==> src/rtl/tanbt_pkg.sv <==
// Package: widths, queue entry type and helpers for the tangent / bitangent block.
package tanbt_pkg;

	localparam int COORD_W  = 32;
	localparam int OUT_W    = 16;
	localparam int FRAC     = OUT_W - 2;
	localparam int UNIT     = 1 << FRAC;
	localparam int EDGE_W   = COORD_W + 1;
	localparam int HALF_W   = COORD_W + 1;
	localparam int MUL_W    = HALF_W + 1;
	localparam int PROD_W   = 2 * MUL_W;
	localparam int CROSS_W  = 2 * EDGE_W + 1;
	localparam int MAG_W    = 2 * HALF_W;
	localparam int SQ_W     = 2 * MAG_W;
	localparam int RSH      = 2 * FRAC + 2;
	localparam int NW       = SQ_W + RSH + 6;
	localparam int QW       = FRAC + 1;
	localparam int BIT_W    = $clog2(QW);
	localparam int NAXIS    = 3;
	localparam int NCOMP    = 2 * NAXIS;
	localparam int NCROSS   = NCOMP + 1;
	localparam int COMP_W   = $clog2(NCOMP);
	localparam int CROSS_CW = $clog2(NCROSS);
	localparam int NCOPY    = 3;
	localparam int COPY_W   = $clog2(NCOPY);
	localparam int FIFO_DEPTH = 2;
	localparam int PTR_W    = (FIFO_DEPTH > 1) ? $clog2(FIFO_DEPTH) : 1;
	localparam int CNT_W    = $clog2(FIFO_DEPTH + 1);

	typedef logic [EDGE_W-1:0] edge_t;

	// One triangle, reduced to its edges, as it waits between front and back.
	typedef struct packed {
		logic [NAXIS-1:0][EDGE_W-1:0] e1;
		logic [NAXIS-1:0][EDGE_W-1:0] e2;
		edge_t d1u;
		edge_t d1v;
		edge_t d2u;
		edge_t d2v;
	} tri_t;

	// a - b on sign-extended coordinates, exact
	function automatic edge_t edge_diff(logic [COORD_W-1:0] a, logic [COORD_W-1:0] b);
		return {a[COORD_W-1], a} - {b[COORD_W-1], b};
	endfunction

	function automatic logic signed [MUL_W-1:0] mul_sx(edge_t e);
		return {e[EDGE_W-1], e};
	endfunction

endpackage

==> src/rtl/tanbt_vtx_if.sv <==
// Vertex channel: valid / ready plus one vertex position and texture coordinate.
interface tanbt_vtx_if;
	import tanbt_pkg::*;

	logic                      valid;
	logic                      ready;
	logic signed [COORD_W-1:0] pos_x;
	logic signed [COORD_W-1:0] pos_y;
	logic signed [COORD_W-1:0] pos_z;
	logic signed [COORD_W-1:0] tex_u;
	logic signed [COORD_W-1:0] tex_v;

	modport source (output valid, pos_x, pos_y, pos_z, tex_u, tex_v, input ready);
	modport sink (input valid, pos_x, pos_y, pos_z, tex_u, tex_v, output ready);
endinterface

==> src/rtl/tanbt_front.sv <==
// Front end: holds the first two vertices and turns the third into edge vectors.
module tanbt_front (
	input  logic            clk,
	input  logic            arst_n,
	tanbt_vtx_if.sink       vtx,
	output logic            push_valid,
	input  logic            push_ready,
	output tanbt_pkg::tri_t push_data
);
	import tanbt_pkg::*;

	localparam logic [1:0] PH_V0  = 2'd0;
	localparam logic [1:0] PH_V2  = 2'd2;
	localparam logic [1:0] PH_BAD = 2'd3;

	logic [1:0]                    phase_q;
	logic [1:0]                    phase_eff;
	logic                          third;
	logic                          xfer;
	logic [NAXIS-1:0][COORD_W-1:0] pin;
	logic [NAXIS-1:0][COORD_W-1:0] pos_q [2];
	logic [1:0][COORD_W-1:0]       tex_q [2];

	assign pin       = {vtx.pos_z, vtx.pos_y, vtx.pos_x};
	assign phase_eff = (phase_q == PH_BAD) ? PH_V0 : phase_q;
	assign third     = (phase_eff == PH_V2);
	assign vtx.ready = !third || push_ready;
	assign push_valid = vtx.valid && third;
	assign xfer      = vtx.valid && vtx.ready;

	always_comb begin
		for (int i = 0; i < NAXIS; i++) begin
			push_data.e1[i] = edge_diff(pos_q[1][i], pos_q[0][i]);
			push_data.e2[i] = edge_diff(pin[i], pos_q[0][i]);
		end
		push_data.d1u = edge_diff(tex_q[1][0], tex_q[0][0]);
		push_data.d1v = edge_diff(tex_q[1][1], tex_q[0][1]);
		push_data.d2u = edge_diff(vtx.tex_u, tex_q[0][0]);
		push_data.d2v = edge_diff(vtx.tex_v, tex_q[0][1]);
	end

	always_ff @(posedge clk or negedge arst_n) begin
		if (!arst_n) begin
			phase_q <= PH_V0;
		end else if (xfer) begin
			phase_q <= third ? PH_V0 : phase_eff + 2'd1;
		end
	end

	always_ff @(posedge clk) begin
		if (xfer && !third) begin
			pos_q[phase_eff[0]] <= pin;
			tex_q[phase_eff[0]] <= {vtx.tex_v, vtx.tex_u};
		end
	end

endmodule

==> src/flat_wrapper.sv <==
// flat-port wrapper written by rule: the top's interface ports become plain ports
module tanbt_front_flat import tanbt_pkg::*;
  (clk, arst_n, push_valid, push_ready, push_data, vtx_valid, vtx_pos_x, vtx_pos_y, vtx_pos_z, vtx_tex_u, vtx_tex_v, vtx_ready);
  tanbt_vtx_if vtx_i ();
  input  logic clk;
  input  logic arst_n;
  output logic push_valid;
  input  logic push_ready;
  output tanbt_pkg::tri_t push_data;
  input wire logic [$bits(vtx_i.valid)-1:0] vtx_valid;
  input wire logic [$bits(vtx_i.pos_x)-1:0] vtx_pos_x;
  input wire logic [$bits(vtx_i.pos_y)-1:0] vtx_pos_y;
  input wire logic [$bits(vtx_i.pos_z)-1:0] vtx_pos_z;
  input wire logic [$bits(vtx_i.tex_u)-1:0] vtx_tex_u;
  input wire logic [$bits(vtx_i.tex_v)-1:0] vtx_tex_v;
  output wire logic [$bits(vtx_i.ready)-1:0] vtx_ready;
  assign vtx_i.valid = vtx_valid;
  assign vtx_i.pos_x = vtx_pos_x;
  assign vtx_i.pos_y = vtx_pos_y;
  assign vtx_i.pos_z = vtx_pos_z;
  assign vtx_i.tex_u = vtx_tex_u;
  assign vtx_i.tex_v = vtx_tex_v;
  assign vtx_ready = vtx_i.ready;
  tanbt_front u_core (.clk(clk), .arst_n(arst_n), .vtx(vtx_i), .push_valid(push_valid), .push_ready(push_ready), .push_data(push_data));
endmodule
==> config.mk <==
export PLATFORM = sky130hd
export DESIGN_NAME = tanbt_front_flat
export DESIGN_NICKNAME = d
export VERILOG_FILES = /design/src/rtl/tanbt_pkg.sv /design/src/rtl/tanbt_vtx_if.sv /design/src/rtl/tanbt_front.sv /design/src/flat_wrapper.sv
export SDC_FILE = /design/constraint.sdc
export NUM_CORES = 1
export LEC_CHECK = 0
export BUFFER_PORTS_ARGS = -buffer_cell sky130_fd_sc_hd__clkbuf_2
export CAP_MARGIN = 20
export CORE_MARGIN = 2
export CORE_UTILIZATION = 38
export CTS_BUF_LIST = sky130_fd_sc_hd__clkbuf_8 sky130_fd_sc_hd__clkbuf_16
export CTS_CLUSTER_SIZE = 16
export DETAILED_ROUTE_END_ITERATION = 6
export SLEW_MARGIN = 20
export SYNTH_ARGS = -nofsm -noshare
export SYNTH_HDL_FRONTEND = slang
export SYNTH_SLANG_ARGS = --single-unit
==> constraint.sdc <==
create_clock -name clk -period 15.98 [get_ports clk]
set_input_delay 1.598 -clock clk [delete_from_list [all_inputs] [get_ports clk]]
set_output_delay 1.598 -clock clk [all_outputs]
set_load 0.005 [all_outputs]
==> impl_metrics.yaml, run 1 <==
final_layout:
  utilization: 0.458
  area_delta_synth_final_pct: 18.6
  nets: 3697
  final_cells: 4105
  drive_above_1_share: 0.186
timing:
  period_needed_ns: 6.62
  holdWs_ns: 0.543
  finalSetupViolations: 0
  max_freq_ghz: 0.151
  finalHoldViolCount: 0
  period_share: 0.415
  clock_skew_ns: 0.0131
  finalMaxSlewViolations: 0
  relSlewSlack: 0.352
  fin_tns_setup_ns: 0
  worst_slew_pin_slew_ns: 0.971
  rsz0062_at_grt: "no"
floorplan:
  dieArea_um2: 70500
  die_h_um: 266
  start_util: 0.386
  num_rows: 95
  core_area_um2: 67400
  die_x_um: 266
  ios: 496
cts:
  cts_tree: "yes"
  cts.sinks: 322
  cts_buffer_depth: 3
  clock_latency_ns: 0.55
  cts.hold.buffers_added: 0
  htreeDepth: 2
  post-cts-setup-buffers: 0
  cts_resized: 0
  cts_buffers: 40
  clock-root-buffer: "clkbuf_16"
  clk_pin_slew_ns: 0.06
setup_path:
  slowest_delay_ns: 0.59
  arrival_ns: 5.03
  crit_path_max_fanout: 4
  r2r_cells: 4
  r2r-start: "u_core.phase_q[0]$_DFFE_PN0P_"
  critPathSlowestCell: "a2111oi_2"
  crit_family: "compound AO/OA/AOI/OAI gates"
  r2r_end: "u_core.tex_q[1][7]$_DFFE_PP_"
  cp_common_cell: "clkbuf_2"
  crit_required_ns: 14.38
  regToRegSetupSlack_ns: 13.11
  setup.worst_path.end_class: "output pin"
  path_cells: "clkbuf_2 > inv_1 > ha_1 > fa_1 > nor2b_1 > o21ai_1 > a211oi_1 > o31ai_1 > a2111oi_2 > o2111ai_1 > a31oi_1 > a2111oi_0 > nor3_1 > clkbuf_2"
  critical_path_class: "in -> out"
  cp_num_cells: 14
  endpoint: "push_data[63]"
  cp_num_buf_inv: 3
  setup.worst_path.start: "vtx_tex_u[0]"
  critPathLaunchType: "primary input"
pwr:
  power.internal_mw: 3.04
  p_sw_frac: 0.427
  irDropWorstVdd_v: 0.0000933
  pwr-share-clk: 0.174
  power.switching_mw: 2.27
  p_seq_frac: 0.229
  p_leak_nw: 14.1
  combPwrFrac: 0.597
  power.density_nw_per_um2: 172
synthesis:
  ys_ff_latch: 322
  ys_seq_area_frac: 0.372
  synth_area_leaders: "edfxtp_1 37%, ha_1 15%, xnor2_1 5.7%, a21oi_1 5.1%, inv_1 3.7%"
  yosys.cell_types.count: 76
  synth_edf_count: 320
  syn-num-nets: 3185
  netlist_instances: 2689
  synthFlopType: "edfxtp_1"
  avgSynthCellArea_um2: 9.67
  syn_area_um2: 26000
  yosys.area.top_type_share: 0.370
  yosys_warnings: 0
  yosysTopAreaCell: "edfxtp_1"
  async_reset_ff_frac: 0.00621
global_route:
  grt_pass1_vias: 20681
  grt.overflow.total: 0
  grt_max_degree: 62
  track_usage: 0.199
  grt_pass1_wl_mm: 112
  antenna_found_initial: 7
route:
  ant_nets: 0
  detail_route.iter0.violations: 1117
  wl_mm: 72.9
  vias: 21777
  post_drt_wl_per_cell_um: 17.8
  drt_first_pass_iters: 6
  viasPerCell: 5.30
  drc: 0
placement:
  dp.cells: 4032
  io_buffers: 495
  dp_hpwl_mm: 59.2
  gp_congestion: 0.911
outcome:
  status: "completed"
min_path:
  holdPathStages: 1
  hold_path_class: "reg -> reg"
job:
  drv_cap: 0
-- metrics by stage --
step	area [µm²]	setup slack, ns	power [mW]
6_report	30800	9.36	5.31
5_1_grt	30800	8.98	5.71
4_1_cts	30800	9.36	5.36
3_5_place_dp	29500	9.41	4.41
3_3_place_gp	29500	9.42	4.41
2_1_floorplan	26000	2.06	3.25
-- cell families (layout without fill, tap and decap cells) --
| family | after synthesis | in the layout | share of synthesized area |
|---|---|---|---|
| AO/OA/AOI/OAI | 837 | 837 | 0.211 |
| XOR/XNOR | 258 | 258 | 0.0869 |
| adder cells (fa/ha/maj) | 332 | 332 | 0.163 |
| buffers and inverters | 289 | 829 | 0.0417 |
| flip-flops | 322 | 322 | 0.372 |
| multiplexers | 12 | 12 | 0.00477 |
| other | 0 | 3 | 0 |
| AND/OR/NAND/NOR | 639 | 639 | 0.121 |
-- layout make-up --
cell class,instances,area (µm²)
fill,6649,36600
multi-input combinational,2078,15300
tap,873,1090
inverter,259,972
timing repair buffer,500,2510
clock buffer,41,1030
clock inverter,29,303
antenna,3,7.51
sequential,322,9660
-- state kept, by name (all words and copies together) (netlist names) --
| register | flops |
|---|---|
| u_core.pos_q | 192 |
| u_core.tex_q | 128 |
| u_core.phase_q | 2 |
-- power groups by stage --
stage                     sequential, mW  combinational (mW)  clock [mW]
after detailed placement            1.24                3.17           0
after global routing                1.24                3.50       0.976
after floorplan                     1.29                1.96           0
after global placement              1.23                3.18           0
final                               1.22                3.17       0.924
after CTS                           1.22                3.19       0.948
-- Yosys cell counts, drive strengths merged (11+ instances only) --
master and count:
a2111oi 16, a211oi 18, a21boi 13, a21o 119
a21oi 264, a31o 11, a31oi 27, and2 13
and3 25, and4 11, clkbuf 30, edfxtp 320
ha 322, inv 259, nand2 167, nand2b 34
nand3 47, nand4 27, nor2 159, nor2b 48
nor3 49, o211ai 26, o21a 49, o21ai 139
o21bai 34, o31a 12, o31ai 16, or2 11
or3 17, xnor2 169, xor2 89
-- per-layer routing --
layer,vias up,GRT usage,wire length (µm)
li1,11023,-,-
met1,10161,0.259,32600
met2,492,0.338,34300
met3,93,0.0390,4160
met4,8,0.0537,1720
met5,-,0,50
-- placed cells by master (no fill, tap or decap), drive strengths merged, types with 49 or more instances in the layout --
master    n
ha      322
nor2    159
nand2   167
xor2     89
a21oi   264
xnor2   169
nor3     49
o21a     49
a21o    119
clkbuf  536
o21ai   139
inv     264
edfxtp  320
-- worst min-delay path by stage --
stage                                        startpoint                            end  slack, ns
after floorplan           u_core.phase_q[1]$_DFFE_PN0P_  u_core.phase_q[1]$_DFFE_PN0P_       0.51
after global placement    u_core.phase_q[1]$_DFFE_PN0P_  u_core.phase_q[1]$_DFFE_PN0P_       0.53
after detailed placement  u_core.phase_q[1]$_DFFE_PN0P_  u_core.phase_q[1]$_DFFE_PN0P_       0.54
after CTS                 u_core.phase_q[1]$_DFFE_PN0P_  u_core.phase_q[1]$_DFFE_PN0P_       0.55
after global routing      u_core.phase_q[0]$_DFFE_PN0P_  u_core.phase_q[0]$_DFFE_PN0P_       0.58
final                     u_core.phase_q[1]$_DFFE_PN0P_  u_core.phase_q[1]$_DFFE_PN0P_       0.54
(Power assumes the default switching activity.)
==> run 2: changes to the inputs <==
--- a/config.mk
+++ b/config.mk
@@ -5,6 +5,7 @@
 export SDC_FILE = /design/constraint.sdc
 export NUM_CORES = 1
 export LEC_CHECK = 0
+export ABC_AREA = 1
 export BUFFER_PORTS_ARGS = -buffer_cell sky130_fd_sc_hd__clkbuf_2
 export CAP_MARGIN = 20
 export CORE_MARGIN = 2
==> constraint.sdc (replaced) <==
create_clock -name clk -period 6.8 [get_ports clk]
set_input_delay 0.68 -clock clk [delete_from_list [all_inputs] [get_ports clk]]
set_output_delay 0.68 -clock clk [all_outputs]
set_load 0.005 [all_outputs]
==> run 2 against run 1 <==
Effect of this change:
- hold slack got worse by 0.26 ns
- first-iteration DRC count increased by 82%
- worst setup slack got worse by 6.2 ns
- final cell count increased by 83%
- sequential cell count unchanged
- power increased to 2.9 times the previous value
- global-route usage increased by 3.9 points
- routed wire length increased by 55%
- critical endpoint is now push_data[131]
- largest cell class unchanged
==> impl_metrics.yaml, run 2 <==
synthesis:
  ys_seq_area_frac: 0.277
  yosys_warnings: 0
  syn_area_um2: 34900
  yosys.area.top_type_share: 0.275
  avgSynthCellArea_um2: 6.06
  yosysMostFrequentCell: "nand2_1"
  synth_edf_count: 320
  synthFlopType: "edfxtp_1"
  yosysTopAreaCell: "edfxtp_1"
  ys_ff_latch: 322
  async_reset_ff_frac: 0.00621
  yosys.cell_types.count: 23
  synth_area_leaders: "edfxtp_1 28%, nand2_1 27%, inv_1 15%, ha_1 12%, nor2_1 4.5%"
  syn-num-nets: 6257
  netlist_instances: 5761
  synth.top_cells.by_count: "2494 x nand2_1, 1434 x inv_1, 414 x nor2_1"
floorplan:
  ios: 496
  num_rows: 111
  die_h_um: 307
  die_x_um: 307
  core_area_um2: 91400
  start_util: 0.382
  dieArea_um2: 94300
setup_path:
  critPathLaunchType: "flip-flop"
  arrival_ns: 2.92
  crit_required_ns: 6.12
  critical_path_class: "reg -> out"
  crit_path_max_fanout: 3
  setup.worst_path.end_class: "output pin"
cts:
  clock-root-buffer: "clkbuf_16"
  cts_tree: "yes"
  cts.sinks: 322
  post-cts-setup-buffers: 0
  cts_buffers: 42
  cts_buffer_depth: 3
  clock_latency_ns: 0.59
  htreeDepth: 2
  clk_pin_slew_ns: 0.06
min_path:
  hold_path_class: "in -> reg"
route:
  ant_nets: 0
  detail_route.iter0.violations: 2037
  vias: 34450
  post_drt_wl_per_cell_um: 15.0
  viasPerCell: 4.58
  drt_first_pass_iters: 5
  wl_mm: 113
  drc: 0
pwr:
  p_seq_frac: 0.189
  power.switching_mw: 7.70
  pwr-share-clk: 0.154
  power.internal_mw: 7.65
  p_sw_frac: 0.501
  p_leak_nw: 25.2
  totalPowerFinal_mw: 15.4
  irDropWorstVdd_v: 0.000372
  power.density_nw_per_um2: 380
  combPwrFrac: 0.657
job:
  drv_cap: 0
global_route:
  track_usage: 0.238
  antenna_found_initial: 13
  grt_pass1_vias: 33156
  grt_max_degree: 109
  grt.overflow.total: 0
  grt_pass1_wl_mm: 176
timing:
  clock_skew_ns: 0.0193
  relSlewSlack: 0.488
  finalMaxSlewViolations: 0
  finalSetupViolations: 0
  rsz0062_at_grt: "no"
  period_share: 0.530
  period_needed_ns: 3.60
  max_freq_ghz: 0.278
  worst_slack_ns: 3.20
  worst_slew_pin_slew_ns: 0.768
  fin_tns_setup_ns: 0
  finalHoldViolCount: 0
placement:
  dp_hpwl_mm: 98.1
  gp_congestion: 0.931
  io_buffers: 495
  preCtsSetupSlack_ns: 3.46
final_layout:
  regArea_um2: 9660
  nets: 6796
  final_cell_mix: "2494 x nand2_1, 1434 x inv_1, 495 x clkbuf_2, 413 x nor2_1, 322 x ha_1"
  multi_input_area_um2: 19800
  layout_commonest_cell: "nand2_1"
  fillCellCount: 9948
  drive_above_1_share: 0.102
  area_delta_synth_final_pct: 15.7
  largest_reg_flops: 192
outcome:
  status: "completed"
## run 2: cell types whose count changed in the layout (fill, tap and decap cells not counted), moves of 109 or more
cell	change
a21o_1	-109
inv_1	+1171
nand2_1	+2327
nand3_1	+174
nor2_1	+254
o21ai_0	-127
xnor2_1	-149
## run 2: critical path, cell delays in order (launching register included)
cell and delay [ns]:
edfxtp_1 0.39, ha_1 0.26, fa_1 0.43, inv_1 0.13, nand2_1 0.06, nand2_1 0.08, nand3_1 0.09, nand2_1 0.16
nand2_1 0.09, nand2_2 0.12, nand2_1 0.08, nand2_1 0.06, nand2_1 0.04, nand2_1 0.16, clkbuf_2 0.16
## run 2: power by group through the flow
| stage | Combinational, mW | Clock [mW] | Sequential [mW] |
|---|---|---|---|
| after CTS | 10.2 | 2.43 | 2.90 |
| after detailed placement | 10.1 | 0 | 2.94 |
| after global routing | 11.4 | 2.50 | 2.94 |
| final | 10.1 | 2.37 | 2.90 |
| after global placement | 10.1 | 0 | 2.93 |
| after floorplan | 6.25 | 0 | 2.97 |
## run 2: repair_timing
action	in CTS	in global routing
resized for setup	0	0
endpoints found under the hold margin	2	0
hold buffers	1	0
## run 2: area by class of cell
class	instances	share of cell area
clock inverter	33	0.00967
timing repair buffer	501	0.0632
sequential	322	0.239
antenna	2	0.000124
clock buffer	43	0.0267
multi-input combinational	3999	0.491
tap	1186	0.0368
inverter	1434	0.133
## run 2: layer usage
metal,vias up,part of all wire,global-route usage
met5,-,0.0010,0
met4,18,0.029,0.0700
met3,160,0.055,0.0425
met2,686,0.48,0.423
met1,15242,0.44,0.292
li1,18344,-,-
## run 2: worst paths after layout
check                                              start                            end  slack (ns)  depth (start not counted)
min in group asynchronous                         arst_n  u_core.phase_q[1]$_DFFE_PN0P_        0.40                          2
min reg2reg                u_core.phase_q[1]$_DFFE_PN0P_  u_core.phase_q[1]$_DFFE_PN0P_        0.58                          2
max                         u_core.tex_q[0][0]$_DFFE_PP_                 push_data[131]        3.20                         14
max in group asynchronous                         arst_n  u_core.phase_q[0]$_DFFE_PN0P_        6.30                          2
min                                         vtx_pos_y[0]  u_core.pos_q[1][32]$_DFFE_PP_        0.28                          1
max reg2reg                u_core.phase_q[0]$_DFFE_PN0P_  u_core.tex_q[1][43]$_DFFE_PP_        3.83                          9
## run 2: metrics by stage
step / util / area [µm²] / std cells / hold WS [ns]
2_1_floorplan: - / 34900 / 5761 / 0.384
3_3_place_gp: 0.426 / 38900 / 7441 / 0.468
3_5_place_dp: 0.426 / 38900 / 7441 / 0.468
4_1_cts: 0.442 / 40400 / 7518 / 0.227
5_1_grt: 0.442 / 40400 / 7519 / 0.254
6_report: 0.442 / 40400 / 7520 / 0.279
## run 2: cells by family after synthesis
logic type	count (synthesis)	share of synthesized area
buffers and inverters	1440	0.156
and+or+nand+nor	3289	0.374
adders and majority gates	332	0.121
AOI/OAI and AO/OA	228	0.0348
DFF	322	0.277
xor gates and xnor gates	150	0.0377
==> run 3: changes to the inputs <==
--- a/config.mk
+++ b/config.mk
@@ -5,7 +5,7 @@
 export SDC_FILE = /design/constraint.sdc
 export NUM_CORES = 1
 export LEC_CHECK = 0
-export ABC_AREA = 1
+export ABC_AREA = 0
 export BUFFER_PORTS_ARGS = -buffer_cell sky130_fd_sc_hd__clkbuf_2
 export CAP_MARGIN = 20
 export CORE_MARGIN = 2
==> constraint.sdc (replaced) <==
create_clock -name clk -period 3.1 [get_ports clk]
set_input_delay 0.31 -clock clk [delete_from_list [all_inputs] [get_ports clk]]
set_output_delay 0.31 -clock clk [all_outputs]
set_load 0.005 [all_outputs]
==> run 3 against run 2 <==
Effect of this change:
- the flow now finishes with violations (setup timing)
- final area is 1.7% lower
- hold slack worse by 0.23 ns
- first-iteration DRC count is 48% lower
- sequential power is 120% higher
- power is 120% higher
- clock power is 81% higher
==> impl_metrics.yaml, run 3 (synthesized netlist as in run 1, its figures left out) <==
timing:
  finalSetupViolations: 205
  relSlewSlack: 0.363
  clock_skew_ns: 0.0110
  finalMaxSlewViolations: 0
  rsz0062_at_grt: "yes"
  worst_slew_pin_slew_ns: 0.947
  finalHoldViolCount: 0
  worst_slack_ns: -0.848
  max_freq_ghz: 0.253
  holdWs_ns: 0.0498
  period_needed_ns: 3.95
  period_share: 1.27
route:
  drt_first_pass_iters: 5
  wl_mm: 85.5
  post_drt_wl_per_cell_um: 18.0
  met3_length_mm: 4.97
  vias: 24931
  detail_route.iter0.violations: 1063
  drc: 0
  dr_wl_met2_mm: 41.5
  wl_met1_mm: 35.7
  top_layer: "met5"
  viasPerCell: 5.25
  ant_nets: 0
final_layout:
  final_cell_mix: "400 x buf_4, 351 x clkbuf_2, 320 x edfxtp_1, 266 x ha_1, 235 x inv_1"
  drive_above_1_share: 0.402
  area_delta_synth_final_pct: 52.7
  largest_reg_flops: 192
  nets: 4333
  final_cells: 4745
  layout_commonest_cell: "buf_4"
min_path:
  hold_path_class: "in -> reg"
  holdPathStages: 2
  holdPathEnd: "u_core.tex_q[1][32]$_DFFE_PP_"
  hp-start: "vtx_tex_v[0]"
floorplan:
  dieArea_um2: 70500
  die_h_um: 266
  num_rows: 95
  start_util: 0.386
  ios: 496
  die_x_um: 266
  core_area_um2: 67400
global_route:
  grt_pass1_wl_mm: 130
  grt_pass1_vias: 24685
  grt.overflow.total: 0
  grt_max_degree: 73
  track_usage: 0.229
  antenna_found_initial: 18
cts:
  clk_pin_slew_ns: 0.06
  cts_buffers: 40
  htreeDepth: 2
  cts_buffer_depth: 3
  clock-root-buffer: "clkbuf_16"
  clock_latency_ns: 0.56
  cts_tree: "yes"
  cts.sinks: 322
setup_path:
  r2r_end: "u_core.pos_q[1][93]$_DFFE_PP_"
  critPathLaunchType: "flip-flop"
  critical_path_class: "reg -> out"
  regToRegSetupSlack_ns: 1.21
  crit_path_max_fanout: 3
  crit_required_ns: 2.79
  r2r-start: "u_core.phase_q[0]$_DFFE_PN0P_"
  setup.worst_path.start: "u_core.pos_q[0][33]$_DFFE_PP_"
  r2r_cells: 5
  setup.worst_path.end_class: "output pin"
  arrival_ns: 3.64
outcome:
  violations: "setup timing"
  status: "complete, but fails checks"
pwr:
  power.density_nw_per_um2: 836
  p_leak_nw: 17.9
  irDropWorstVdd_v: 0.000494
placement:
  gp_congestion: 0.948
  dp.cells: 4425
  dp_hpwl_mm: 63.3
  io_buffers: 495
  preCtsSetupSlack_ns: -0.659
job:
  drv_cap: 0
==> run 3: cell count changes in the layout (fill, tap and decap cells not counted), sizes merged, moves of 121 or more <==
cell	delta
xnor2	+149
buf	+658
clkbuf	-146
nor2	-256
nand2	-2382
nand3	-187
o21ai	+137
inv	-1177
dlygate4sd3	+121
==> run 3: metrics by stage <==
step                TNS [ns]  power, mW  area (µm²)  utilization
finish                -83.09       33.2       39700        0.589
global route         -112.94       35.4       39700        0.589
CTS                   -85.39       31.5       37800        0.561
detailed placement    -27.10       24.8       32600        0.483
global placement      -25.09       24.7       32600        0.483
floorplan            -316.58       16.6       26000            -
==> run 3: repair_timing <==
item | CTS | global route
buffers inserted | 85 | 82
gates resized for setup | 480 | 456
endpoints found under the setup margin | 221 | 223
pin swaps | 242 | 253
endpoints found under the hold margin | 244 | 0
hold buffers | 122 | 0
==> run 3: per-layer routing <==
metal | vias to the layer above | global-route usage
li1 | 12306 | -
met1 | 11827 | 0.278
met2 | 589 | 0.398
met3 | 191 | 0.0514
met4 | 18 | 0.0829
met5 | - | 0
==> run 3: final cells by class <==
class,instances,area [µm²]
sequential,322,9660
multi-input combinational,2078,18600
tap,873,1090
timing repair buffer,1136,8150
inverter,259,975
clock buffer,41,1030
fill,5640,27700
antenna,10,25.0
clock inverter,26,141
==> run 3: worst max path at each step <==
stage | end | slack (ns) | cells past startpoint
3_3_place_gp | push_data[30] | -0.69 | 15
2_1_floorplan | u_core.pos_q[0][0]$_DFFE_PP_ | -1.98 | 2
6_report | push_data[190] | -0.85 | 12
3_5_place_dp | push_data[30] | -0.66 | 15
5_1_grt | push_data[261] | -0.95 | 14
4_1_cts | push_data[30] | -0.89 | 12
==> run 3: critical path: stages, from the launching register on <==
cell and delay, ns:
edfxtp_1 0.40, inv_2 0.10, ha_4 0.19, nor2b_4 0.12, o31a_1 0.27, o311a_1 0.34
a31o_1 0.28, a221o_1 0.36, a31o_1 0.21, a311oi_2 0.36, buf_4 0.19, xnor2_2 0.12
buf_2 0.15
==> run 3: power breakdown <==
part	internal [mW]	leakage [nW]	total (mW)	switching (mW)
Clock	2.45	0.599	4.29	1.83
Sequential	6.01	3.01	6.29	0.280
Combinational	10.7	14.3	22.6	11.9
